<file path="src/hw/rtl/psq_ram.sv">
// Generic single-write, single-read RAM with a registered read port.
module psq_ram #(
	parameter int WIDTH = 32,
	parameter int DEPTH = 64
) (
	input  logic                                  clk,
	input  logic                                  we,
	input  logic [((DEPTH > 1) ? $clog2(DEPTH) : 1)-1:0] waddr,
	input  logic [WIDTH-1:0]                      wdata,
	input  logic [((DEPTH > 1) ? $clog2(DEPTH) : 1)-1:0] raddr,
	output logic [WIDTH-1:0]                      rdata
);
	logic [WIDTH-1:0] mem [DEPTH];

	always_ff @(posedge clk) begin
		if (we) begin
			mem[waddr] <= wdata;
		end
		rdata <= mem[raddr];
	end
endmodule
</file>
<file path="config.mk">
export PLATFORM = sky130hd
export DESIGN_NAME = psq_ram
export DESIGN_NICKNAME = d
export VERILOG_FILES = /design/src/hw/rtl/psq_ram.sv
export SDC_FILE = /design/constraint.sdc
export NUM_CORES = 2
export LEC_CHECK = 0
export BUFFER_PORTS_ARGS = -buffer_cell sky130_fd_sc_hd__buf_4
export CAP_MARGIN = 20
export CORE_MARGIN = 3
export CORE_UTILIZATION = 50
export CTS_CLUSTER_DIAMETER = 50
export DETAILED_ROUTE_END_ITERATION = 10
export PLACE_DENSITY = 0.76
export SYNTH_ARGS = -nofsm -noshare
export SYNTH_HDL_FRONTEND = slang
export SYNTH_SLANG_ARGS = --single-unit
</file>
<file path="constraint.sdc">
create_clock -name clk -period 5.5 [get_ports clk]
set_clock_uncertainty 0.2 [all_clocks]
set_input_delay 1.1 -clock clk [delete_from_list [all_inputs] [get_ports clk]]
set_output_delay 1.1 -clock clk [all_outputs]
set_load 0.01 [all_outputs]
</file>
* Word-level counts from Yosys, hierarchy flattened *
Memories as Yosys holds them, arrays and structs flattened. A register that Yosys moved wholly into a read port is not among the register bits.
Index checks and enable logic that the tools add are counted.

storage, ports and cells
  bits in latches = 0
  ROM bits = 0
  memories kept = 1
  memory bits (writable) = 2048
  register bits = 0
  word-level logic and storage cells = 3

memory list
  memory  words  width  read ports  clocked after memory_dff  wr ports  RTL line  RTL
  mem     64     32     1           1                         1         13        logic [WIDTH-1:0] mem [DEPTH];

operators by class
  bitwise gates (word level) = 0
  equality and inequality tests = 0
  divide/modulo/power cells = 0
  multiplexer cells = 2
  $lt $le $gt $ge = 0
  multiply operators = 0
  shifts and indexed selects = 0
  add/subtract/negate cells = 0
  reduce and logical (&&, ||, !) cells = 0

operators by type and width
  kind     number
  $mux W1  2

* Depth between registers and ports, before layout *
  depth in word-level cells = 2
  mapped depth = 10
  mapped depth without buffers = 5

* Worst setup path before layout *
Ideal clock, no wire load.

  path kind = input -> register
  start = input port waddr[3] (netlist name)
  end = memory mem[48][0], enable pin
  stages = 4
  setup slack = 1.040 ns
  data arrival time = 3.799 ns
  cell sequence = clkbuf_1 > nor2b_1 > nand4b_1 > nor3_1

RTL lines
  what         RTL line  RTL
  from (decl)  8         input logic [((DEPTH > 1) ? $clog2(DEPTH) : 1)-1:0] waddr,
  to (decl)    13

No word-level cell before the write port.

==> impl_metrics.toml <==
[route]
wl_per_cell_um = 34.51
dr.pass1.iters = 7
drtIter0Drc = 5546
ant_nets = 0
drc = 0
vias = 38190
routed_wirelength_um = 199900
routed_via_density = 6.592

[pwr]
p_leak_nw = 27.73
power.density_mw_per_mm2 = 367.2
peakVddDrop_uv = 326.3

[clocking]
clk_path_buf_depth = 3
cts_buffers = 197
tritoncts = "done"
cts_setup_buffers = 0
clk_pin_slew_ns = 0.06
cts_resized = 0
cts.sinks = 2080
htree_levels = 4
cts_hold_buf = 0
cts_root_buffer = "clkbuf_16"
clk_latency_ns = 0.84

[worst_hold_path]
holdCritPathClass = "in -> reg"

[synthesis]
yosysSeqAreaShare_pct = 79.14
postSynth.asyncResetShare_pct = 0
synth.area.top_cells = "edfxtp_1 78%, mux4_2 16%, mux2i_1 1.2%, dfxtp_1 0.82%, o22ai_1 0.67%"
synth_common_cells = "2048 x edfxtp_1, 544 x mux4_2, 137 x nor2_1, 93 x mux2i_1, 84 x o22ai_1"
yosys_warnings = 0
synth_top_area_cell = "edfxtp_1"
synth-seq-cells = 2080
synthCells = 3324
syn-num-nets = 3370
syn_avg_cell_area_sq_um = 23.62
yosys_most_used_dff = "edfxtp_1"
syn_area_sq_mm = 0.07852
synth_edf_count = 2048
yosysMostFrequentCell = "edfxtp_1"
ys_types = 34
yosysTopAreaCellShare_pct = 78.33

[sta]
period_needed_ns = 3.545
report.final.slew_viol_count = 0
worst_pin_slew_ns = 1.092
maxSlewHeadroom_pct = 27.06
fin_tns_setup_ns = 0
finalSetupViolCount = 0
fin_crit_sh_pct = 64.45
rsz0062_at_grt = "no"
fmax_mhz = 282.1
fin_ws_ns = 1.955
hold_viol = 0

[global_routing]
grt_pass1_wl_um = 286400
grt_max_degree = 87
antenna_found_initial = 6
overflow = 0
grt_pass1_vias = 38560
grtUsageTotal_pct = 24.91

[place]
dp_worst_setup_slack_ns = 1.118
place_congestion = 0.7950
port_buffers = 77
hpwlAfterDp_um = 107900

[die]
fp-row-count = 144
pin_count = 78
core_area_sq_mm = 0.1549
fp.dieH_um = 402.3
start_util_pct = 50.67
dieArea_sq_mm = 0.1618
die_w_um = 402.3

[cells_and_area]
areaGrowthSynthToFinish_pct = 13.44
fin_nets = 3620
layout-drive-gt1-share_pct = 30.00
final_util_pct = 57.48

[setup_path]
cp_max_fo = 37
required_ns = 5.99
crit_path_start_kind = "primary input"
crit_arrival_ns = 4.03
endpoint_kind = "register"
crit_type = "in -> reg"

[job]
maxCapViolCount = 0

[outcome]
status = "completed"
==> area by class of cell <==
| cell class | count | area [sq um] |
|---|---|---|
| sequential | 2080 | 62140 |
| timing repair buffer | 233 | 1972 |
| clock buffer | 265 | 5278 |
| clock inverter | 103 | 1139 |
| antenna | 6 | 15.01 |
| multi-input combinational | 1062 | 15970 |
| fill | 10590 | 65880 |
| tap | 2044 | 2557 |
==> through the flow <==
step	total power, mW	instances	instance area, sq um	hold slack [ns]
after floorplan	18.78	3324	78520	0.4632
after global routing	33.50	5787	89050	0.5060
after global placement	19.51	5419	82640	0.5728
final	32.71	5793	89070	0.5421
after detailed placement	19.54	5419	82640	0.5931
after CTS	32.83	5787	89050	0.4768
==> critical path: stages <==
cell,delay (ns)
buf_8,0.35
buf_12,0.33
buf_4,0.39
mux4_2,0.56
mux4_2,0.46
o22ai_1,0.56
nor2_1,0.12
==> report_power, final <==
| group | internal, mW | switching [mW] |
|---|---|---|
| registers | 17.5 | 0.0915 |
| logic | 0.613 | 0.965 |
| clock network | 7.64 | 5.86 |
| total | 25.8 | 6.91 |
==> placed cells by master, fill, tap and decap left out, drive strengths merged, types with 6 or more instances in the layout <==
cell type | synthesis | layout
nor2 | 137 | 137
buf | 108 | 233
mux2i | 93 | 93
inv | 0 | 13
nor3 | 7 | 7
mux4 | 544 | 544
clkinv | 0 | 68
diode | 0 | 6
a22oi | 12 | 12
dfxtp | 32 | 32
nand2b | 8 | 8
o22ai | 84 | 84
nor2b | 15 | 15
edfxtp | 2048 | 2048
a311oi | 8 | 8
clkbuf | 74 | 265
o221ai | 27 | 27
bufinv | 0 | 18
nand2 | 26 | 26
a21oi | 62 | 62
==> routing by layer <==
metal / global-route usage [%] / wire length (um) / share of wire (%)
met4: 9.089 / 7089 / 3.5
met5: 0 / 13 / 0.0065
met2: 39.08 / 96210 / 48
met3: 6.169 / 24490 / 12
met1: 34.40 / 72120 / 36
==> worst paths after layout <==
| check | startpoint | endpoint | slack (ns) | depth (start not counted) |
|---|---|---|---|---|
| min | raddr[4] | rdata[7] | 0.54 | 3 |
| max | raddr[0] | rdata[14] | 1.96 | 7 |
| min reg2reg | mem[28][4] | rdata[4] | 0.61 | 4 |
| max reg2reg | mem[61][14] | rdata[14] | 3.11 | 4 |
==> registers in the layout (all words and copies together), names as in the netlist <==
name and count:
mem 2048, rdata 32
==> kinds of logic (layout without fill, tap and decap cells) <==
| family | count (synthesis) | in the layout | synth area share [%] |
|---|---|---|---|
| DFF | 2080 | 2080 | 79.14 |
| and+or+nand+nor | 223 | 223 | 1.265 |
| buffers and inverters | 182 | 601 | 1.128 |
| other | 0 | 6 | 0 |
| AOI/OAI and AO/OA | 202 | 202 | 1.673 |
| muxes | 637 | 637 | 16.79 |
No activity file was read; power rests on OpenSTA's default activity.
